**src/hdl/prbr_pkg.sv**
```systemverilog
// Package for the packet ring buffer: field widths, command and status codes,
// and the item type carried from the front end through the queue to the back end.
// No dependencies.
package prbr_pkg;

    localparam int CMD_W    = 3;
    localparam int POS_W    = 10;
    localparam int BYTE_W   = 8;
    localparam int LEN_W    = 7;
    localparam int STATUS_W = 2;
    localparam int START_W  = 10;
    localparam int FILL_W   = 11;
    localparam int LOG2_W   = 4;

    // Command codes as they arrive on the slave tuser
    typedef enum logic [CMD_W-1:0] {
        CMD_WRITE    = 3'd0,
        CMD_RESERVE  = 3'd1,
        CMD_COMPLETE = 3'd2,
        CMD_REWIND   = 3'd3,
        CMD_READ     = 3'd4,
        CMD_FLUSH    = 3'd5,
        CMD_COUNT    = 3'd6
    } cmd_t;

    // Result status codes
    typedef enum logic [STATUS_W-1:0] {
        ST_OK      = 2'd0,
        ST_NO_DATA = 2'd1,
        ST_NO_ROOM = 2'd2
    } status_t;

    // Classified command as held in the queue
    typedef struct packed {
        cmd_t              cmd;
        logic [POS_W-1:0]  position;
        logic [BYTE_W-1:0] byte_value;
        logic [LEN_W-1:0]  length;
    } item_t;

    // Handshake between the queue and the back end
    typedef struct packed {
        logic  valid;
        item_t item;
    } queue_head_t;

endpackage

```
**src/hdl/prbr_front.sv**
```systemverilog
// Front end of the packet ring buffer: accepts command beats, decodes the
// command code and saturates the length. Depends on prbr_pkg.
module prbr_front #(
    parameter int MAX_PACKET = 64
) (
    input  logic                         s_axis_tvalid,
    output logic                         s_axis_tready,
    // s_axis_tdata: position [9:0], byte_value [17:10], length [24:18]
    input  logic [31:0]                  s_axis_tdata,
    // s_axis_tuser: command [2:0]
    input  logic [prbr_pkg::CMD_W-1:0]   s_axis_tuser,
    input  logic                         queue_full,
    output logic                         push,
    output prbr_pkg::item_t              push_item
);
    import prbr_pkg::*;

    localparam logic [LEN_W-1:0] MaxLen = LEN_W'(MAX_PACKET);

    logic [LEN_W-1:0] raw_len;
    cmd_t             cmd_dec;

    // Accept whenever the queue has a free slot
    assign s_axis_tready = !queue_full;
    assign push          = s_axis_tvalid && !queue_full;

    // Decode: an unknown code behaves as a count query
    always_comb
    begin
        unique case (s_axis_tuser) inside
            CMD_WRITE, CMD_RESERVE, CMD_COMPLETE, CMD_REWIND,
            CMD_READ, CMD_FLUSH, CMD_COUNT:
                cmd_dec = cmd_t'(s_axis_tuser);
            default:
                cmd_dec = CMD_COUNT;
        endcase
    end

    // Clamp the length to the largest packet
    assign raw_len = s_axis_tdata[24:18];

    always_comb
    begin
        push_item.cmd        = cmd_dec;
        push_item.position   = s_axis_tdata[9:0];
        push_item.byte_value = s_axis_tdata[17:10];
        push_item.length     = (raw_len > MaxLen) ? MaxLen : raw_len;
    end

endmodule

```
**config.mk**
```make
export PLATFORM = sky130hd
export DESIGN_NAME = prbr_front
export DESIGN_NICKNAME = d
export VERILOG_FILES = /design/src/hdl/prbr_pkg.sv /design/src/hdl/prbr_front.sv
export SDC_FILE = /design/constraint.sdc
export NUM_CORES = 1
export LEC_CHECK = 0
export BUFFER_PORTS_ARGS = -buffer_cell sky130_fd_sc_hd__buf_2
export CAP_MARGIN = 20
export CORE_AREA = 2 2 39 41
export DETAILED_ROUTE_END_ITERATION = 8
export DIE_AREA = 0 0 41 43
export PLACE_DENSITY = 0.71
export SYNTH_ARGS = -nofsm -noshare
export SYNTH_HDL_FRONTEND = slang
export SYNTH_SLANG_ARGS = --single-unit
```
**constraint.sdc**
```tcl
create_clock -name vclk -period 0.8
set_input_delay 0.12 -clock vclk [all_inputs]
set_output_delay 0.12 -clock vclk [all_outputs]
set_load 0.02 [all_outputs]
```
# ---- Yosys cells after proc, flatten, opt, wreduce, memory -nomap -nowiden
# Cells that the tools add are included.
dict set report classes {
  add_sub_neg 0
  n_mul 0
  div_mod_pow 0
  n_lt_le_gt_ge 1
  eq_ne 6
  shift 0
  n_mux 2
  bitwise 0
  n_reduce_logical 4
}
# cell count
set ops {}
lappend ops {{$eq 3x3->1 const B} 3}
lappend ops {{$gt 7x7->1 const B} 1}
lappend ops {{$mux 7} 1}
lappend ops {{$reduce_or 7->1} 1}
lappend ops {{$eq 3x2->1 const B} 2}
lappend ops {{$eq 3x1->1 const B} 1}
lappend ops {{$logic_not 3->1} 1}
lappend ops {{$mux 3} 1}
lappend ops {{$logic_and 1x1->1} 1}
lappend ops {{$logic_not 1->1} 1}
dict set report word_totals {
  ff_bits 0
  latchBits 0
  ram_bits 0
  rom_bits 0
  input_bits 37
  out_inout_bits 30
  word_cells 13
  memories 0
}

# ---- Logic depth before layout (Yosys ltp)
dict set report depth {
  word_depth 3
  depth_mapped 1
  depth_no_buf 1
}

# ---- Least setup slack after synthesis
# No wires, ideal clock.
dict set report synth_timing {
  path_type {in2out}
  from {input s_axis_tuser[0] (netlist bit)}
  to {output push_item[25] (netlist bit)}
  arrival_time_ps 629
  t_required_ps 680
  slack_ps 51
  cell_stages 1
  n_path_buf 0
  path_cell_list {a21boi_0}
}
dict set report synth_between {
  elab_chain_len 3
  word_cells_on_any_way 9
  classes_between {eq/ne (6); mux (1); reduce/logical (2)}
}
# item line_no
set synth_lines {}
lappend synth_lines {{start, declared} prbr_front.sv:11} ;# input logic [prbr_pkg::CMD_W-1:0] s_axis_tuser,
lappend synth_lines {{$eq 3x1->1 (no line), or another cell as far along} --}
lappend synth_lines {{$reduce_or 7->1} prbr_front.sv:30} ;# unique case (s_axis_tuser) inside
lappend synth_lines {{$mux 3 (*)} prbr_front.sv:30}
lappend synth_lines {{end, declared} prbr_front.sv:14} ;# output prbr_pkg::item_t push_item
# Every way passes the cells marked *; elsewhere a longest branch is shown, timed or not.

==> Implementation_results.wiki <==
{| class="wikitable"
! Metric !! Value
|-
| Share of the clock period used by the worst path after layout || 0.8409
|-
| Worst hold path class || primary input to output pin
|-
| Post-route worst hold slack || roughly 0.24 ns
|-
| Placeable Area || 1384 um2
|-
| Residual DRC count || 0
|-
| Required arrival time at the worst endpoint || approximately 0.68 ns
|-
| Area share of the largest cell type after synthesis || 0.6708
|-
| Area overhead of the layout relative to synthesis || -3.106%
|-
| Max-cap violations || 0
|-
| Clock buffer count || 0
|-
| Final core occ || 0.1410
|-
| Maximum number of pins on one net before global-route repair || 8
|-
| Die Ht || around 43 um
|-
| Setup Buffers After CTS || 0
|-
| Transition time at the pin with the least slew margin || 0.1295 ns
|-
| Result of the run || complete, no violations
|-
| RSZ-0062 raised after global routing || false
|-
| Worst max-slew margin expressed relative to the limit || 0.9129
|-
| Number of different library cells in the post-synthesis netlist || 5
|-
| Post-synthesis cell area || roughly 200 um2
|-
| Total number of vias || 161
|-
| Maximum achievable frequency || ~1500 MHz
|-
| IO Port Bufs || 24
|-
| Most used cells in the layout excluding fill and tap cells || 24 x buf_2, 7 x nor2b_1, 1 x a21boi_0, 1 x inv_1
|-
| Vias per Instance || roughly 3.3
|-
| Worst Setup Slack post-DPL || 0.1239 ns
|-
| Commonest non-fill, non-tap cell in the layout || buf_2
|-
| Final total negative setup slack || 0 ns
|-
| Hold Fails Final Rpt || 0
|-
| Antenna diode instance count || 0
|-
| Post-synthesis cell count || 30
|-
| Initial antenna violation count || 0
|-
| Total power divided by cell area || a little over 600 nW/um2
|-
| Critical Path Start || s_axis_tuser[1]
|-
| Cell area reported after detailed placement || approximately 200 um2
|-
| Yosys warns || 0
|-
| Die X-Extent || 41 um
|-
| Overall die area || 1763 um2
|-
| Remaining global-route overflow || 0
|-
| Via count of the first global-routing pass || about 120
|-
| Non-filler cells, final || 49
|-
| Mean Syn Cell Area || ~6.7 um2
|-
| Static Leak || 0.1237 nW
|-
| Ratio of cells with drive above 1 in the final layout || 0.7273
|-
| Wire length of the first global-routing pass || 572 um
|-
| Net count of the mapped netlist || 67
|-
| Detail-routed net length per standard cell || between 8 and 9 um
|-
| Overall Global Routing Usage || 0.04196
|-
| Number of hold buffers added after cts || 0
|-
| Largest fanout on the critical path || 2
|-
| Global placement routability congestion || about 0.55
|-
| Critical Path Start Type || primary input
|-
| CP endpoint || push_item[25]
|-
| Starting utilization of the core area || 0.1456
|-
| First-pass iteration count of the detailed router || 1
|-
| Fin crit period || just under 0.7 ns
|-
| Area occupied by registers || 0 um2
|-
| Final antenna-violating net count || 0
|-
| Number of nets in the final layout || a little over 70
|-
| Drt initial violations || 0
|-
| CTS resizes || 0
|-
| Arrival time at the worst endpoint || roughly 0.55 ns
|-
| Setup Crit Path Kind || primary input to output pin
|-
| Count of flip-flops and latches || 0
|-
| Dpl cells || just under 50
|-
| Worst Hold Launch || s_axis_tdata[13]
|-
| Number of top-level design ports || 67
|-
| Total non-filler cell area in the finished layout || between 150 and 200 um2
|-
| Number of filler instances in the final layout || 161
|-
| Final total power || around 0.12 mW
|-
| CP Capture Type || output pin
|-
| Total routed wirelength || ~400 um
|-
| IR drop worst, VDD || around 0.15 mV
|-
| Number of setup violations in the final report || 0
|-
| Multi-input gate area || between 50 and 60 um2
|-
| Post-synth top area cell || buf_4
|-
| Number of placement rows || 14
|-
| Fraction of the yosys area taken by sequential cells || 0
|-
| Synth top area cells || buf_4 67%, nor2b_1 22%, clkbuf_1 5.6%, a21boi_0 3.7%, inv_1 1.9%
|-
| Max-slew violation count || 0
|-
| Least setup slack across all paths after layout || around 0.13 ns
|}
==> metal layers <==
layer / vias to the layer above / part of all wire / track usage
met5: - / 0 / 0
met4: 0 / 0 / 0.006667
met3: 0 / 0.16 / 0.01047
met2: 9 / 0.51 / 0.07188
met1: 77 / 0.33 / 0.05063
li1: 75 / - / -
==> logic make-up (layout without fill, tap and decap cells) <==
group,after synthesis,after routing,synth area share
AOI/OAI and AO/OA,1,1,0.03728
buffers and inverters,22,25,0.7453
and+or+nand+nor,7,7,0.2174
==> cell type report <==
type                       count  area share
tap                           16      0.1026
timing repair buffer          24      0.6154
multi-input combinational      8      0.2628
inverter                       1     0.01923
==> synthesized netlist by cell type <==
cell type,count
buf_4,18
a21boi_0,1
clkbuf_1,3
nor2b_1,7
inv_1,1
==> worst min-delay path by stage <==
stage,to,slack [ns],cells after the start
2_1_floorplan,s_axis_tready,0.32,1
3_3_place_gp,push_item[11],0.24,0
3_5_place_dp,push_item[11],0.24,0
4_1_cts,push_item[11],0.24,0
5_1_grt,push_item[13],0.24,0
6_report,push_item[10],0.24,0
==> critical path, cell delays in order <==
cell	delay, ns
buf_2	0.10
a21boi_0	0.15
buf_2	0.19
==> power breakdown <==
group / internal (mW) / leakage (nW) / switching [mW]
clock: 0 / 0 / 0
sequential: 0 / 0 / 0
combinational: 0.0520 / 0.124 / 0.0688
total: 0.0520 / 0.124 / 0.0688
(Power assumes the default switching activity.)
