===== src/hdl/prbr_pkg.sv =====
// Package for the packet ring buffer: field widths, command and status codes,
// and the item type carried from the front end through the queue to the back end.
// No dependencies.
package prbr_pkg;

    localparam int CMD_W    = 3;
    localparam int POS_W    = 10;
    localparam int BYTE_W   = 8;
    localparam int LEN_W    = 7;
    localparam int STATUS_W = 2;
    localparam int START_W  = 10;
    localparam int FILL_W   = 11;
    localparam int LOG2_W   = 4;

    // Command codes as they arrive on the slave tuser
    typedef enum logic [CMD_W-1:0] {
        CMD_WRITE    = 3'd0,
        CMD_RESERVE  = 3'd1,
        CMD_COMPLETE = 3'd2,
        CMD_REWIND   = 3'd3,
        CMD_READ     = 3'd4,
        CMD_FLUSH    = 3'd5,
        CMD_COUNT    = 3'd6
    } cmd_t;

    // Result status codes
    typedef enum logic [STATUS_W-1:0] {
        ST_OK      = 2'd0,
        ST_NO_DATA = 2'd1,
        ST_NO_ROOM = 2'd2
    } status_t;

    // Classified command as held in the queue
    typedef struct packed {
        cmd_t              cmd;
        logic [POS_W-1:0]  position;
        logic [BYTE_W-1:0] byte_value;
        logic [LEN_W-1:0]  length;
    } item_t;

    // Handshake between the queue and the back end
    typedef struct packed {
        logic  valid;
        item_t item;
    } queue_head_t;

endpackage


===== src/hdl/prbr_queue.sv =====
// Two-slot command queue between the front end and the back end of the
// packet ring buffer. Depends on prbr_pkg.
module prbr_queue (
    input  logic                  clk,
    input  logic                  rst_n,
    input  logic                  push,
    input  prbr_pkg::item_t       push_item,
    output logic                  full,
    input  logic                  pop,
    output prbr_pkg::queue_head_t head
);
    import prbr_pkg::*;

    item_t      slot_reg [2];
    logic       wr_ptr_reg;
    logic       wr_ptr_next;
    logic       rd_ptr_reg;
    logic       rd_ptr_next;
    logic [1:0] count_reg;
    logic [1:0] count_next;

    assign full       = (count_reg == 2'd2);
    assign head.valid = (count_reg != 2'd0);
    assign head.item  = slot_reg[rd_ptr_reg];

    // Advance pointers and occupancy
    always_comb
    begin
        wr_ptr_next = push ? ~wr_ptr_reg : wr_ptr_reg;
        rd_ptr_next = pop ? ~rd_ptr_reg : rd_ptr_reg;
        count_next  = count_reg;
        if (push && !pop)
        begin
            count_next = count_reg + 2'd1;
        end
        else if (pop && !push)
        begin
            count_next = count_reg - 2'd1;
        end
    end

    always_ff @(posedge clk or negedge rst_n)
    begin
        if (!rst_n)
        begin
            wr_ptr_reg <= 1'b0;
            rd_ptr_reg <= 1'b0;
            count_reg  <= 2'd0;
        end
        else
        begin
            wr_ptr_reg <= wr_ptr_next;
            rd_ptr_reg <= rd_ptr_next;
            count_reg  <= count_next;
        end
    end

    // Hold payload in the slots
    always_ff @(posedge clk)
    begin
        if (push)
        begin
            slot_reg[wr_ptr_reg] <= push_item;
        end
    end

endmodule


===== config.mk =====
export PLATFORM = sky130hd
export DESIGN_NAME = prbr_queue
export DESIGN_NICKNAME = d
export VERILOG_FILES = /design/src/hdl/prbr_pkg.sv /design/src/hdl/prbr_queue.sv
export SDC_FILE = /design/constraint.sdc
export NUM_CORES = 1
export LEC_CHECK = 0
export ABC_AREA = 1
export BUFFER_PORTS_ARGS = -buffer_cell sky130_fd_sc_hd__buf_2
export CAP_MARGIN = 20
export CORE_AREA = 2 2 68 70
export DETAILED_ROUTE_END_ITERATION = 8
export DIE_AREA = 0 0 70 72
export PLACE_DENSITY = 0.87
export SLEW_MARGIN = 20
export SYNTH_ARGS = -nofsm -noshare
export SYNTH_HDL_FRONTEND = slang
export SYNTH_SLANG_ARGS = --single-unit

===== constraint.sdc =====
create_clock -name clk -period 3.9 [get_ports clk]
set_input_delay 0.585 -clock clk [delete_from_list [all_inputs] [get_ports clk]]
set_output_delay 0.585 -clock clk [all_outputs]
set_load 0.005 [all_outputs]

* Word level (Yosys, flattened, before mapping)
Memory sizes are Yosys's and may differ from the RTL's.
Index checks and enable logic that the tools add are counted.
** Cells by class
- $add $sub $neg :: 2
- Equality and inequality tests :: 1
- Mux-type cells :: 4
- Bitwise gates (word level) :: 2
- Reductions and logical operators :: 6
** Operators with widths (number)
- two-way mux 2 bit :: 2
- nonzero test 2 bit :: 2
- adder 2 x 1 -> 2 bit, second input constant :: 1
- equality test 2 bit, second input constant :: 1
- logical AND 1 bit :: 2
- logical NOT 1 bit :: 2
- two-way mux 1 bit :: 2
- NOT 1 bit :: 2
- subtractor 2 x 1 -> 2 bit, second input constant :: 1
** Storage, ports and cells
- Flip-flop bits (word level) :: 4
- Bits in writable memories :: 56
- Bits of input ports :: 32
- Output and inout port bits :: 30
- Word-level logic and storage cells :: 19
- Memories kept :: 1
** Memory list
- slot_reg :: depth 2, width 28, read ports 1, clocked after Yosys merged registers in 0, wr ports 1, RTL line prbr_queue.sv:14 : item_t slot_reg [2];

* Depth between registers and ports, before layout
Gate-level depths: netlist of run 1.
- Depth after elaboration :: 4
- Depth in mapped cells :: 7
- Gate-level depth less buffers :: 7

* Worst setup path before layout of run 1
OpenSTA, ideal clock, no wires.
- Path type :: input to register
- Start :: in push
- End :: mem slot_reg[0][0] in the netlist's numbering, enable pin
- Library setup time :: 0.413 ns
- Arrival time :: 1.807 ns
- Required time :: 3.487 ns
- Slack :: 1.679 ns
- Stages on the path :: 2
- Buffers on the path :: 0
- Path through :: inv_1 > nor2_1
** Between the ends
- Cells in the longest elaborated chain, start to end :: 2
** Ends and longest elaborated chain
- start, declared :: RTL line prbr_queue.sv:6 : input logic push,
- two-way mux 1 bit :: RTL line prbr_queue.sv:61 : if (push)
- two-way mux 1 bit (not written as such) :: RTL line prbr_queue.sv:63 : slot_reg[wr_ptr_reg] <= push_item;
- end, declared :: RTL line prbr_queue.sv:14
Every way passes these cells.

==> flow_summary.html, run 1 <==
<table>
<tr><th>Metric</th><th>Value</th></tr>
<tr><th colspan="2">Critical path</th></tr>
<tr><td>Reg-to-reg startpoint</td><td>wr_ptr_reg</td></tr>
<tr><td>Signal arrival time at the worst endpoint</td><td>1.95 ns</td></tr>
<tr><td>Register-to-register setup slack</td><td>2.29 ns</td></tr>
<tr><td>Type of element capturing the critical path</td><td>output port</td></tr>
<tr><td>Max Fanout on Critical Path</td><td>17</td></tr>
<tr><td>Number of cells traversed by the worst register-to-register path</td><td>2</td></tr>
<tr><td>Critical setup path kind</td><td>register to output port</td></tr>
<tr><td>Required time at the endpoint of the critical path</td><td>3.31 ns</td></tr>
<tr><td>R2R Path End</td><td>slot_reg[0][16]</td></tr>
<tr><td>Startpoint type of the worst setup path</td><td>register</td></tr>
<tr><th colspan="2">Timing</th></tr>
<tr><td>Setup slack after layout</td><td>1.37 ns</td></tr>
<tr><td>Actual slew at the worst max-slew pin</td><td>0.658 ns</td></tr>
<tr><td>Largest clock skew in the final design</td><td>0.00276 ns</td></tr>
<tr><td>Post-Route Hold Slack</td><td>0.0597 ns</td></tr>
<tr><td>Setup-failing EPs final</td><td>0</td></tr>
<tr><td>Count of final max-slew check failures</td><td>0</td></tr>
<tr><td>Time the final worst path needs with I/O delays and setup</td><td>2.53 ns</td></tr>
<tr><td>Worst slew margin relative to its limit</td><td>56.1%</td></tr>
<tr><td>Peak clock frequency supported by timing</td><td>395 MHz</td></tr>
<tr><td>Unrepaired setup endpoints after global routing</td><td>false</td></tr>
<tr><td>Fin crit share</td><td>65.0%</td></tr>
<tr><td>Hold Violations, Final</td><td>0</td></tr>
<tr><td>TNS Setup</td><td>0 ns</td></tr>
<tr><th colspan="2">Place</th></tr>
<tr><td>Area after detailed placement</td><td>0.00263 mm2</td></tr>
<tr><td>Post-placement cell count</td><td>224</td></tr>
<tr><td>Number of input and output port buffers inserted</td><td>61</td></tr>
<tr><td>Pre-CTS setup slack</td><td>1.70 ns</td></tr>
<tr><td>Placer congestion estimate</td><td>0.778</td></tr>
<tr><th colspan="2">GRT</th></tr>
<tr><td>Number of antenna violations at the first check in global routing</td><td>0</td></tr>
<tr><td>Grt total ovfl</td><td>0</td></tr>
<tr><td>Via count of the first global-routing pass</td><td>1284</td></tr>
<tr><td>Global Route Usage Sum</td><td>16.9%</td></tr>
<tr><td>Maximum number of pins on one net before global-route repair</td><td>29</td></tr>
<tr><td>First-pass GRT wire length</td><td>6060 um</td></tr>
<tr><th colspan="2">Cells and area</th></tr>
<tr><td>Most common cell after layout, fill and taps aside</td><td>buf_2</td></tr>
<tr><td>Diode count</td><td>0</td></tr>
<tr><td>FILL cells</td><td>312</td></tr>
<tr><td>Final instance area</td><td>0.00280 mm2</td></tr>
<tr><td>Fraction of final layout cells sized beyond drive strength 1</td><td>55.6%</td></tr>
<tr><td>Final net count</td><td>217</td></tr>
<tr><td>Area growth syn-to-layout</td><td>23.2%</td></tr>
<tr><td>Number of flip-flops in the largest register</td><td>56</td></tr>
<tr><td>Area occupied by multi-input gates</td><td>435 um2</td></tr>
<tr><td>Commonest cells after routing, fill and taps aside</td><td>61 x buf_2, 56 x edfxtp_1, 18 x mux2_2, 10 x mux2_4, 9 x clkbuf_8</td></tr>
<tr><td>Sequential Area</td><td>0.00178 mm2</td></tr>
<tr><td>Non-filler instance count after layout</td><td>239</td></tr>
<tr><th colspan="2">Yosys</th></tr>
<tr><td>Cells after Synth</td><td>112</td></tr>
<tr><td>Cell area after synthesis</td><td>0.00227 mm2</td></tr>
<tr><td>YS warnings</td><td>0</td></tr>
<tr><td>Part of the Yosys area used for sequential elements</td><td>78.3%</td></tr>
<tr><td>Count of state elements after synthesis</td><td>60</td></tr>
<tr><td>Synth cell types</td><td>15</td></tr>
<tr><td>Net count after synthesis</td><td>145</td></tr>
<tr><td>Post-synthesis average cell area</td><td>20.3 um2</td></tr>
<tr><th colspan="2">Clock network</th></tr>
<tr><td>TritonCTS Buffers</td><td>9</td></tr>
<tr><td>Clock net sink count</td><td>60</td></tr>
<tr><td>Gates resized, CTS repair</td><td>0</td></tr>
<tr><td>Clock input transition at the sequential cells of the worst setup and hold paths</td><td>0.06 ns</td></tr>
<tr><td>Clock tree root buffer cell</td><td>clkbuf_8</td></tr>
<tr><td>Clock Path Buffers</td><td>2</td></tr>
<tr><td>CTS H-tree depth</td><td>3</td></tr>
<tr><td>Worst-Skew Late Latency</td><td>0.32 ns</td></tr>
<tr><td># hold bufs at CTS</td><td>0</td></tr>
<tr><td>Number of buffers inserted to repair setup after CTS</td><td>0</td></tr>
<tr><td>CTS tree</td><td>yes</td></tr>
<tr><th colspan="2">Route</th></tr>
<tr><td>Number of DRC violations after detailed-routing iteration 0</td><td>73</td></tr>
<tr><td>Detailed-route DRC error count</td><td>0</td></tr>
<tr><td>Via count</td><td>1184</td></tr>
<tr><td>Iteration count of the initial detailed-routing pass</td><td>4</td></tr>
<tr><td>Vias per std cell</td><td>4.95</td></tr>
<tr><td>Post-Route WL</td><td>3810 um</td></tr>
<tr><td>Routed wirelength normalized by instance count</td><td>15.9 um</td></tr>
<tr><td>Post-DRT Antenna Nets</td><td>0</td></tr>
<tr><th colspan="2">Power</th></tr>
<tr><td>Max VDD drop</td><td>410 uV</td></tr>
<tr><td>Cell Int Power</td><td>0.00137 W</td></tr>
<tr><td>Clock network fraction of total power</td><td>22.5%</td></tr>
<tr><td>Switching part of the total</td><td>26.9%</td></tr>
<tr><td>Power share of the sequential group</td><td>49.7%</td></tr>
<tr><td>Static power due to leakage</td><td>1.14 nW</td></tr>
<tr><td>Switching component of the power</td><td>0.000504 W</td></tr>
<tr><td>Comb pwr share</td><td>27.9%</td></tr>
<tr><td>Cell Pwr Density</td><td>669 mW/mm2</td></tr>
<tr><th colspan="2">Die</th></tr>
<tr><td>Die height</td><td>72 um</td></tr>
<tr><td>Core Region</td><td>0.00426 mm2</td></tr>
<tr><td>Die Footprint</td><td>0.00504 mm2</td></tr>
<tr><td>Number of rows created at floorplan</td><td>24</td></tr>
<tr><td>Horizontal die dimension</td><td>70 um</td></tr>
<tr><td>I/O pin total</td><td>62</td></tr>
<tr><td>Effective utilization at floorplan</td><td>53.3%</td></tr>
<tr><th colspan="2">Outcome</th></tr>
<tr><td>Status</td><td>finished, final reports clean</td></tr>
<tr><th colspan="2">Hold path</th></tr>
<tr><td>Hold Path Class</td><td>input pin to asynchronous set/reset pin</td></tr>
<tr><th colspan="2">Job</th></tr>
<tr><td>Count of maximum capacitance violations</td><td>0</td></tr>
</table>
Yosys cell counts, drive strengths merged:
master	number	area (um2)
nand3	1	5.00
ha	1	12.5
inv	7	26.3
edfxtp	56	1680
buf	3	33.8
nand2	6	22.5
dfrtp	4	100
xnor2	1	8.76
nand4	1	6.26
nor2	2	7.51
xor2	2	17.5
mux2	28	353
how the worst max path moves through the flow:
stage	from	endpoint	slack (ns)	cells after the start
after floorplan	push	slot_reg[0][0]	1.68	2
after CTS	rd_ptr_reg	head[17]	1.34	3
after global placement	rd_ptr_reg	head[24]	1.71	3
final	rd_ptr_reg	head[17]	1.37	3
after detailed placement	rd_ptr_reg	head[17]	1.70	3
after global routing	rd_ptr_reg	head[17]	1.24	3
power by group through the flow:
stage / Combinational [W] / Clock (W) / Sequential [W]
finish: 0.000522 / 0.000421 / 0.000931
global route: 0.000572 / 0.000463 / 0.000947
CTS: 0.000515 / 0.000432 / 0.000936
detailed placement: 0.000513 / 0 / 0.000949
global placement: 0.000496 / 0 / 0.000937
floorplan: 0.000369 / 0 / 0.000904
worst max-delay path, stage by stage (launching register included):
cell     delay (ns)
dfrtp_1        0.76
buf_4          0.37
mux2_2         0.36
buf_2          0.12
stage by stage:
| step | total power, W | util (%) |
|---|---|---|
| finish | 0.00187 | 65.7 |
| CTS | 0.00188 | 65.1 |
| global placement | 0.00143 | 61.6 |
| global route | 0.00198 | 65.7 |
| floorplan | 0.00127 | - |
| detailed placement | 0.00146 | 61.6 |
metal layers:
metal / up-vias / share of wire, % / track usage (%)
met4: 0 / 2.3 / 8.97
met5: - / 0 / 0
met2: 53 / 52 / 27.2
met3: 10 / 8.3 / 8.19
li1: 566 / - / -
met1: 555 / 37 / 18.7
cell type report:
cell class | instances | area share (%)
clock buffers | 9 | 4.42
clock inverters | 5 | 0.759
flip-flops and latches | 60 | 63.6
well taps | 52 | 2.32
repair buffers | 64 | 12.4
multi-input cells | 42 | 15.5
inverters | 7 | 0.938
cell families after synthesis:
group	after synthesis	share of synthesized area, %
and+or+nand+nor	10	1.82
adders and majority gates	1	0.550
buffers and inverters	10	2.64
muxes	28	15.5
DFF	60	78.3
xor gates and xnor gates	3	1.16
No activity file was read; power rests on OpenSTA's default activity.
==> run 2: changes to the inputs <==
CORE_AREA = 2 2 70 72   (was 2 2 68 70)
DIE_AREA = 0 0 72 74   (was 0 0 70 72)
PLACE_DENSITY = 0.83   (was 0.87)
clock period = 2.35 ns   (was 3.9 ns; I/O delays follow)
==> run 2 against run 1 <==
  * Non-clock buffer count grew 2
  * Clock power grew 69%
  * Worst setup slack lost 0.85 ns
  * Register-to-register slack lost 1.4 ns
  * Sequential share of layout area shrank 0.37 points
  * Flip-flop and latch count is the same
  * Worst hold slack gained 0.16 ns
  * Final cell count grew 2.1%
  * Critical path depth is the same
  * Die area grew 5.7%
  * Cell area grew 0.58%
  * Critical path type unchanged
==> flow_summary.html, run 2 (synthesis gave the netlist of run 1 again) <==
<table>
<tr><th>Metric</th><th>Value</th></tr>
<tr><th colspan="2">Critical path</th></tr>
<tr><td>Signal arrival time at the worst endpoint</td><td>1.48 ns (was 1.95 ns)</td></tr>
<tr><td>Required time at the endpoint of the critical path</td><td>2.00 ns (was 3.31 ns)</td></tr>
<tr><td>Master of the slowest instance on the critical path</td><td>mux2_2 (was dfrtp_1)</td></tr>
<tr><td>Critical setup path kind</td><td>register to output port (unchanged)</td></tr>
<tr><td>Worst path buffer plus inverter count</td><td>2 (unchanged)</td></tr>
<tr><td>Max Fanout on Critical Path</td><td>19 (was 17)</td></tr>
<tr><td>Reg-to-reg startpoint</td><td>wr_ptr_reg (unchanged)</td></tr>
<tr><td>Cell family with most CP delay</td><td>buffers and inverters (was flip-flops)</td></tr>
<tr><td>R2R Path End</td><td>slot_reg[1][9] (was slot_reg[0][16])</td></tr>
<tr><td>Cell Chain, Critical Path</td><td>buf_4 -&gt; mux2_2 -&gt; buf_2 (unchanged)</td></tr>
<tr><td>Number of cells traversed by the worst register-to-register path</td><td>3 (was 2)</td></tr>
<tr><td>Largest stage delay on the critical path</td><td>0.38 ns (was 0.76 ns)</td></tr>
<tr><td>Type of element capturing the critical path</td><td>output port (unchanged)</td></tr>
<tr><td>Register-to-register setup slack</td><td>0.94 ns (was 2.29 ns)</td></tr>
<tr><td>Startpoint type of the worst setup path</td><td>register (unchanged)</td></tr>
<tr><th colspan="2">Cells and area</th></tr>
<tr><td>Diode count</td><td>0 (unchanged)</td></tr>
<tr><td>Commonest cells after routing, fill and taps aside</td><td>61 x buf_2, 56 x edfxtp_1, 18 x mux2_2, 10 x mux2_4, 9 x clkbuf_8 (unchanged)</td></tr>
<tr><td>FILL cells</td><td>337 (was 312)</td></tr>
<tr><td>Number of flip-flops in the largest register</td><td>56 (unchanged)</td></tr>
<tr><td>Post-layout utilization of the core</td><td>61.3% (was 65.7%)</td></tr>
<tr><td>Final net count</td><td>219 (was 217)</td></tr>
<tr><td>Most common cell after layout, fill and taps aside</td><td>buf_2 (unchanged)</td></tr>
<tr><td>Area growth syn-to-layout</td><td>23.9% (was 23.2%)</td></tr>
<tr><td>Fraction of final layout cells sized beyond drive strength 1</td><td>55.3% (was 55.6%)</td></tr>
<tr><th colspan="2">Timing</th></tr>
<tr><td>Setup slack after layout</td><td>0.515 ns (was 1.37 ns)</td></tr>
<tr><td>Count of final max-slew check failures</td><td>0 (unchanged)</td></tr>
<tr><td>Hold Violations, Final</td><td>0 (unchanged)</td></tr>
<tr><td>Fin crit share</td><td>78.1%</td></tr>
<tr><td>Largest clock skew in the final design</td><td>0.00377 ns (was 0.00276 ns)</td></tr>
<tr><td>Setup-failing EPs final</td><td>0 (unchanged)</td></tr>
<tr><td>TNS Setup</td><td>0 ns (unchanged)</td></tr>
<tr><td>Post-Route Hold Slack</td><td>0.216 ns (was 0.0597 ns)</td></tr>
<tr><td>Worst slew margin relative to its limit</td><td>61.9% (was 56.1%)</td></tr>
<tr><td>Time the final worst path needs with I/O delays and setup</td><td>1.84 ns</td></tr>
<tr><td>Unrepaired setup endpoints after global routing</td><td>false (unchanged)</td></tr>
<tr><td>Peak clock frequency supported by timing</td><td>545 MHz</td></tr>
<tr><td>Actual slew at the worst max-slew pin</td><td>0.570 ns (was 0.658 ns)</td></tr>
<tr><th colspan="2">GRT</th></tr>
<tr><td>Via count of the first global-routing pass</td><td>1280 (was 1284)</td></tr>
<tr><td>Grt total ovfl</td><td>0 (unchanged)</td></tr>
<tr><td>Global Route Usage Sum</td><td>15.6% (was 16.9%)</td></tr>
<tr><td>First-pass GRT wire length</td><td>5890 um (was 6060 um)</td></tr>
<tr><td>Maximum number of pins on one net before global-route repair</td><td>29 (unchanged)</td></tr>
<tr><td>Number of antenna violations at the first check in global routing</td><td>0 (unchanged)</td></tr>
<tr><th colspan="2">Place</th></tr>
<tr><td>Number of input and output port buffers inserted</td><td>61 (unchanged)</td></tr>
<tr><td>Pre-CTS setup slack</td><td>0.811 ns (was 1.70 ns)</td></tr>
<tr><td>Placer congestion estimate</td><td>0.721 (was 0.778)</td></tr>
<tr><td>Placed wire-length estimate</td><td>2570 um</td></tr>
<tr><th colspan="2">Power</th></tr>
<tr><td>Power share of the sequential group</td><td>47.7% (was 49.7%)</td></tr>
<tr><td>Comb pwr share</td><td>29.6% (was 27.9%)</td></tr>
<tr><td>Cell Int Power</td><td>0.00229 W (was 0.00137 W)</td></tr>
<tr><td>Max VDD drop</td><td>645 uV (was 410 uV)</td></tr>
<tr><td>Switching part of the total</td><td>27.0% (was 26.9%)</td></tr>
<tr><td>Static power due to leakage</td><td>1.15 nW (was 1.14 nW)</td></tr>
<tr><td>Cell Pwr Density</td><td>1110 mW/mm2 (was 669 mW/mm2)</td></tr>
<tr><td>Overall power consumption</td><td>0.00314 W (was 0.00187 W)</td></tr>
<tr><td>Switching component of the power</td><td>0.000846 W (was 0.000504 W)</td></tr>
<tr><td>Clock network fraction of total power</td><td>22.8% (was 22.5%)</td></tr>
<tr><th colspan="2">Hold path</th></tr>
<tr><td>Min-delay src</td><td>push_item[19]</td></tr>
<tr><td>Cells on Worst Hold Path</td><td>1</td></tr>
<tr><td>Worst-case hold path end point</td><td>slot_reg[0][19]</td></tr>
<tr><td>Hold Path Class</td><td>input pin to register (was input pin to asynchronous set/reset pin)</td></tr>
<tr><th colspan="2">Route</th></tr>
<tr><td>Iteration count of the initial detailed-routing pass</td><td>4 (unchanged)</td></tr>
<tr><td>Via count</td><td>1179 (was 1184)</td></tr>
<tr><td>Post-Route WL</td><td>3760 um (was 3810 um)</td></tr>
<tr><td>Post-DRT Antenna Nets</td><td>0 (unchanged)</td></tr>
<tr><td>Detailed-route DRC error count</td><td>0 (unchanged)</td></tr>
<tr><td>Number of DRC violations after detailed-routing iteration 0</td><td>79 (was 73)</td></tr>
<tr><td>Routed wirelength normalized by instance count</td><td>15.4 um (was 15.9 um)</td></tr>
<tr><td>Vias per std cell</td><td>4.83 (was 4.95)</td></tr>
<tr><th colspan="2">Clock network</th></tr>
<tr><td>CTS tree</td><td>yes (unchanged)</td></tr>
<tr><td>TritonCTS Buffers</td><td>9 (unchanged)</td></tr>
<tr><td>Number of buffers inserted to repair setup after CTS</td><td>0 (unchanged)</td></tr>
<tr><td>CTS H-tree depth</td><td>3 (unchanged)</td></tr>
<tr><td>Clock tree root buffer cell</td><td>clkbuf_8 (unchanged)</td></tr>
<tr><td>Clock input transition at the sequential cells of the worst setup and hold paths</td><td>0.06 ns (about the same)</td></tr>
<tr><td>Clock Path Buffers</td><td>2 (unchanged)</td></tr>
<tr><td>Worst-Skew Late Latency</td><td>0.32 ns (about the same)</td></tr>
<tr><td>Clock net sink count</td><td>60 (unchanged)</td></tr>
<tr><th colspan="2">Die</th></tr>
<tr><td>I/O pin total</td><td>62 (unchanged)</td></tr>
<tr><td>Number of rows created at floorplan</td><td>25 (was 24)</td></tr>
<tr><td>Die Footprint</td><td>0.00533 mm2 (was 0.00504 mm2)</td></tr>
<tr><td>Effective utilization at floorplan</td><td>49.5% (was 53.3%)</td></tr>
<tr><td>Core Region</td><td>0.00460 mm2 (was 0.00426 mm2)</td></tr>
<tr><td>Die height</td><td>74 um (was 72 um)</td></tr>
<tr><td>Horizontal die dimension</td><td>72 um (was 70 um)</td></tr>
<tr><th colspan="2">Job</th></tr>
<tr><td>Count of maximum capacitance violations</td><td>0 (unchanged)</td></tr>
<tr><th colspan="2">Outcome</th></tr>
<tr><td>Status</td><td>finished, final reports clean (unchanged)</td></tr>
</table>
-- run 2: cell count changes in the layout (fill, tap and decap cells not counted) --
cell           change
buf_12             +1
buf_16             -1
buf_4              +1
clkbuf_1           +2
clkinv_1           -2
dlygate4sd3_1      +1
inv_1              +1
-- run 2: per-layer routing --
| metal | GRT usage (%) | vias to the layer above | routed length (um) | share of wire, % |
|---|---|---|---|---|
| li1 | - | 569 | - | - |
| met1 | 18.5 | 552 | 1520 | 40 |
| met2 | 24.9 | 53 | 1870 | 50 |
| met3 | 6.91 | 5 | 332 | 8.8 |
| met4 | 6.92 | 0 | 46 | 1.2 |
| met5 | 0 | - | 0 | 0 |
-- run 2: worst reg2reg max path, stage by stage (launching register included) --
cell and delay (ns):
dfrtp_1 0.39, nand2_1 0.06, inv_1 0.42, buf_12 0.24
-- run 2: stage by stage --
step                cells  area (um2)
CTS                   244        2820
detailed placement    228        2660
global route          244        2820
floorplan             112        2270
global placement      228        2660
finish                244        2820
-- run 2: how the worst max path moves through the flow --
stage / from / endpoint / slack, ns / depth (start not counted)
2_1_floorplan: wr_ptr_reg / slot_reg[0][0] / 0.34 / 1
3_3_place_gp: push / slot_reg[1][13] / 0.86 / 4
3_5_place_dp: push / slot_reg[1][13] / 0.81 / 4
4_1_cts: rd_ptr_reg / head[0] / 0.49 / 3
5_1_grt: rd_ptr_reg / head[0] / 0.44 / 3
6_report: rd_ptr_reg / head[0] / 0.51 / 3
-- run 2: power by group through the flow --
stage	Sequential, W	Combinational [W]	Clock (W)
floorplan	0.00150	0.000613	0
global placement	0.00150	0.000915	0
detailed placement	0.00152	0.000943	0
CTS	0.00150	0.000948	0.000736
global route	0.00151	0.00102	0.000790
finish	0.00149	0.000928	0.000713
-- run 2: what timing repair did --
| item | in CTS | in global routing |
|---|---|---|
| hold endpoints to repair | 4 | 0 |
| hold buffers | 1 | 0 |
| gates resized for setup | 0 | 0 |
-- run 2: area by class of cell --
type / instances / area [um2] / area share (%)
inverters: 7 / 26.3 / 0.933
repair buffers: 66 / 358 / 12.7
well taps: 54 / 67.6 / 2.40
clock buffers: 11 / 131 / 4.66
clock inverters: 4 / 17.5 / 0.622
flip-flops and latches: 60 / 1780 / 63.2
multi-input cells: 42 / 435 / 15.5
==> run 3: changes to the inputs <==
CORE_AREA = 2 2 74 76   (was 2 2 70 72)
DIE_AREA = 0 0 76 78   (was 0 0 72 74)
PLACE_DENSITY = 0.78   (was 0.83)
clock period = 1.47 ns   (was 2.35 ns; I/O delays follow)
==> run 3 against run 2 <==
  * Die area grew 11%
  * Clock skew is essentially flat
  * The run now ends with setup timing left
  * Largest cell class unchanged
  * First-iteration DRC count shrank 52%
==> flow_summary.html, run 3 (synthesis gave the netlist of run 1 again) <==
<table>
<tr><th>Metric</th><th>Value</th></tr>
<tr><th colspan="2">Outcome</th></tr>
<tr><td>Status</td><td>finished with violations (was finished, final reports clean)</td></tr>
<tr><td>Violated checks</td><td>setup timing</td></tr>
<tr><th colspan="2">Cells and area</th></tr>
<tr><td>Final net count</td><td>223 (was 219)</td></tr>
<tr><td>Fraction of final layout cells sized beyond drive strength 1</td><td>57.9% (was 55.3%)</td></tr>
<tr><td>Diode count</td><td>0 (unchanged)</td></tr>
<tr><td>Commonest cells after routing, fill and taps aside</td><td>56 x edfxtp_1, 43 x buf_2, 23 x mux2_4, 18 x buf_6, 9 x clkbuf_8 (was 61 x buf_2, 56 x edfxtp_1, 18 x mux2_2, 10 x mux2_4, 9 x clkbuf_8)</td></tr>
<tr><td>Number of flip-flops in the largest register</td><td>56 (unchanged)</td></tr>
<tr><td>Most common cell after layout, fill and taps aside</td><td>edfxtp_1 (was buf_2)</td></tr>
<tr><td>FILL cells</td><td>374 (was 337)</td></tr>
<tr><td>Area growth syn-to-layout</td><td>36.3% (was 23.9%)</td></tr>
<tr><th colspan="2">Route</th></tr>
<tr><td>Number of DRC violations after detailed-routing iteration 0</td><td>38 (was 79)</td></tr>
<tr><td>Via count</td><td>1207 (was 1179)</td></tr>
<tr><td>Post-Route WL</td><td>3800 um (was 3760 um)</td></tr>
<tr><td>Detailed-route DRC error count</td><td>0 (unchanged)</td></tr>
<tr><td>Post-DRT Antenna Nets</td><td>0 (unchanged)</td></tr>
<tr><td>Iteration count of the initial detailed-routing pass</td><td>4 (unchanged)</td></tr>
<tr><td>Routed wirelength normalized by instance count</td><td>14.4 um (was 15.4 um)</td></tr>
<tr><td>Vias per std cell</td><td>4.55 (was 4.83)</td></tr>
<tr><th colspan="2">Hold path</th></tr>
<tr><td>Hold Path Class</td><td>input pin to register (unchanged)</td></tr>
<tr><th colspan="2">Power</th></tr>
<tr><td>Max VDD drop</td><td>1140 uV (was 645 uV)</td></tr>
<tr><td>Comb pwr share</td><td>35.0% (was 29.6%)</td></tr>
<tr><td>Clock network fraction of total power</td><td>23.3% (was 22.8%)</td></tr>
<tr><td>Power share of the sequential group</td><td>41.7% (was 47.7%)</td></tr>
<tr><td>Cell Int Power</td><td>0.00430 W (was 0.00229 W)</td></tr>
<tr><td>Switching part of the total</td><td>25.8% (was 27.0%)</td></tr>
<tr><td>Cell Pwr Density</td><td>1870 mW/mm2 (was 1110 mW/mm2)</td></tr>
<tr><td>Switching component of the power</td><td>0.00150 W (was 0.000846 W)</td></tr>
<tr><td>Static power due to leakage</td><td>1.29 nW (was 1.15 nW)</td></tr>
<tr><th colspan="2">Clock network</th></tr>
<tr><td>Worst-Skew Late Latency</td><td>0.33 ns (was 0.32 ns)</td></tr>
<tr><td>CTS tree</td><td>yes (unchanged)</td></tr>
<tr><td>TritonCTS Buffers</td><td>9 (unchanged)</td></tr>
<tr><td>Clock tree root buffer cell</td><td>clkbuf_8 (unchanged)</td></tr>
<tr><td>CTS H-tree depth</td><td>3 (unchanged)</td></tr>
<tr><td>Clock net sink count</td><td>60 (unchanged)</td></tr>
<tr><td>Clock Path Buffers</td><td>2 (unchanged)</td></tr>
<tr><td>Clock input transition at the sequential cells of the worst setup and hold paths</td><td>0.06 ns (about the same)</td></tr>
<tr><th colspan="2">Die</th></tr>
<tr><td>Die height</td><td>78 um (was 74 um)</td></tr>
<tr><td>Die Footprint</td><td>0.00593 mm2 (was 0.00533 mm2)</td></tr>
<tr><td>I/O pin total</td><td>62 (unchanged)</td></tr>
<tr><td>Core Region</td><td>0.00504 mm2 (was 0.00460 mm2)</td></tr>
<tr><td>Number of rows created at floorplan</td><td>26 (was 25)</td></tr>
<tr><td>Effective utilization at floorplan</td><td>45.1% (was 49.5%)</td></tr>
<tr><td>Horizontal die dimension</td><td>76 um (was 72 um)</td></tr>
<tr><th colspan="2">Timing</th></tr>
<tr><td>Fin crit share</td><td>110%</td></tr>
<tr><td>Setup-failing EPs final</td><td>28 (was 0)</td></tr>
<tr><td>Peak clock frequency supported by timing</td><td>620 MHz</td></tr>
<tr><td>Largest clock skew in the final design</td><td>0.00417 ns (was 0.00377 ns)</td></tr>
<tr><td>Worst slew margin relative to its limit</td><td>82.6% (was 61.9%)</td></tr>
<tr><td>Time the final worst path needs with I/O delays and setup</td><td>1.61 ns</td></tr>
<tr><td>Setup slack after layout</td><td>-0.142 ns (was 0.515 ns)</td></tr>
<tr><td>Unrepaired setup endpoints after global routing</td><td>true (was false)</td></tr>
<tr><td>Count of final max-slew check failures</td><td>0 (unchanged)</td></tr>
<tr><td>Hold Violations, Final</td><td>0 (unchanged)</td></tr>
<tr><td>Actual slew at the worst max-slew pin</td><td>0.261 ns (was 0.570 ns)</td></tr>
<tr><td>Post-Route Hold Slack</td><td>0.0794 ns (was 0.216 ns)</td></tr>
<tr><td>TNS Setup</td><td>-3.47 ns (was 0 ns)</td></tr>
<tr><th colspan="2">Place</th></tr>
<tr><td>Placed wire-length estimate</td><td>2460 um (was 2570 um)</td></tr>
<tr><td>Placer congestion estimate</td><td>0.666 (was 0.721)</td></tr>
<tr><td>Number of input and output port buffers inserted</td><td>61 (unchanged)</td></tr>
<tr><th colspan="2">GRT</th></tr>
<tr><td>Number of antenna violations at the first check in global routing</td><td>0 (unchanged)</td></tr>
<tr><td>Grt total ovfl</td><td>0 (unchanged)</td></tr>
<tr><td>Maximum number of pins on one net before global-route repair</td><td>21 (was 29)</td></tr>
<tr><td>Global Route Usage Sum</td><td>13.0% (was 15.6%)</td></tr>
<tr><td>Via count of the first global-routing pass</td><td>1176 (was 1280)</td></tr>
<tr><td>First-pass GRT wire length</td><td>5520 um (was 5890 um)</td></tr>
<tr><th colspan="2">Critical path</th></tr>
<tr><td>Worst Setup EP</td><td>head[12] (was head[0])</td></tr>
<tr><td>Signal arrival time at the worst endpoint</td><td>1.39 ns (was 1.48 ns)</td></tr>
<tr><td>R2R Path End</td><td>slot_reg[1][24] (was slot_reg[1][9])</td></tr>
<tr><td>Number of cells traversed by the worst register-to-register path</td><td>3 (unchanged)</td></tr>
<tr><td>Critical setup path kind</td><td>register to output port (unchanged)</td></tr>
<tr><td>Critical path startpoint</td><td>rd_ptr_reg (unchanged)</td></tr>
<tr><td>Type of element capturing the critical path</td><td>output port (unchanged)</td></tr>
<tr><td>Max Fanout on Critical Path</td><td>10 (was 19)</td></tr>
<tr><td>Startpoint type of the worst setup path</td><td>register (unchanged)</td></tr>
<tr><td>Required time at the endpoint of the critical path</td><td>1.25 ns (was 2.00 ns)</td></tr>
<tr><td>Reg-to-reg startpoint</td><td>wr_ptr_reg (unchanged)</td></tr>
<tr><td>Register-to-register setup slack</td><td>0.26 ns (was 0.94 ns)</td></tr>
<tr><th colspan="2">Job</th></tr>
<tr><td>Count of maximum capacitance violations</td><td>0 (unchanged)</td></tr>
</table>
## run 3: changes by cell type in the layout (fill, tap and decap cells not counted), sizes merged
cell | before | now
clkbuf | 11 | 12
clkinvlp | 0 | 1
clkinv | 4 | 3
bufinv | 0 | 1
buf | 65 | 68
## run 3: final cells by class
class	count	area, um2	share of cell area [%]
Sequential cell	60	1780	57.5
Inverter	7	26.3	0.847
Multi-Input combinational cell	42	489	15.8
Timing Repair Buffer	70	531	17.1
Clock buffer	11	131	4.24
Tap cell	70	87.6	2.82
Clock inverter	5	52.6	1.69
## run 3: power groups by stage
stage / clock network [W] / registers (W) / logic, W
floorplan: 0 / 0.00240 / 0.000986
global placement: 0 / 0.00242 / 0.00156
detailed placement: 0 / 0.00244 / 0.00157
CTS: 0.00140 / 0.00241 / 0.00163
global route: 0.00147 / 0.00245 / 0.00217
finish: 0.00135 / 0.00242 / 0.00203
## run 3: metal layers
metal / GRT usage (%) / vias to the layer above / wire, um
met5: 0 / - / 0
met4: 8.18 / 0 / 46
met3: 4.53 / 4 / 221
met2: 20.4 / 50 / 1930
met1: 15.4 / 575 / 1600
li1: - / 578 / -
## run 3: metrics by stage
stage	setup WS [ns]	std cells	total power (W)	cell area [um2]	util, %
6_report	-0.142	265	0.00580	3100	61.5
5_1_grt	-0.215	265	0.00609	3100	61.5
4_1_cts	-0.199	264	0.00544	2930	58.1
3_5_place_dp	0.170	247	0.00401	2720	53.9
3_3_place_gp	0.192	247	0.00397	2720	53.9
2_1_floorplan	0.0675	112	0.00339	2280	-
## run 3: worst min-delay path by stage
stage,from,endpoint,slack (ns),depth (start not counted)
global placement,rst_n,count_reg[0],0.04,1
finish,push_item[9],slot_reg[1][9],0.08,1
CTS,push_item[0],slot_reg[0][0],0.06,1
global route,push_item[1],slot_reg[0][1],0.06,1
floorplan,rst_n,count_reg[0],-0.08,0
detailed placement,rst_n,count_reg[0],0.04,1
## run 3: critical path, cell delays in order, from the launching register on
cell and delay [ns]:
dfrtp_2 0.45, clkbuf_16 0.20, mux2_4 0.31, buf_6 0.12
## run 3: repair_timing
item,CTS,global route
endpoints found under the setup margin,28,28
resized for setup,3,29
endpoints found under the hold margin,4,0
setup buffers,0,0
hold buffers,1,0
cloned,0,1
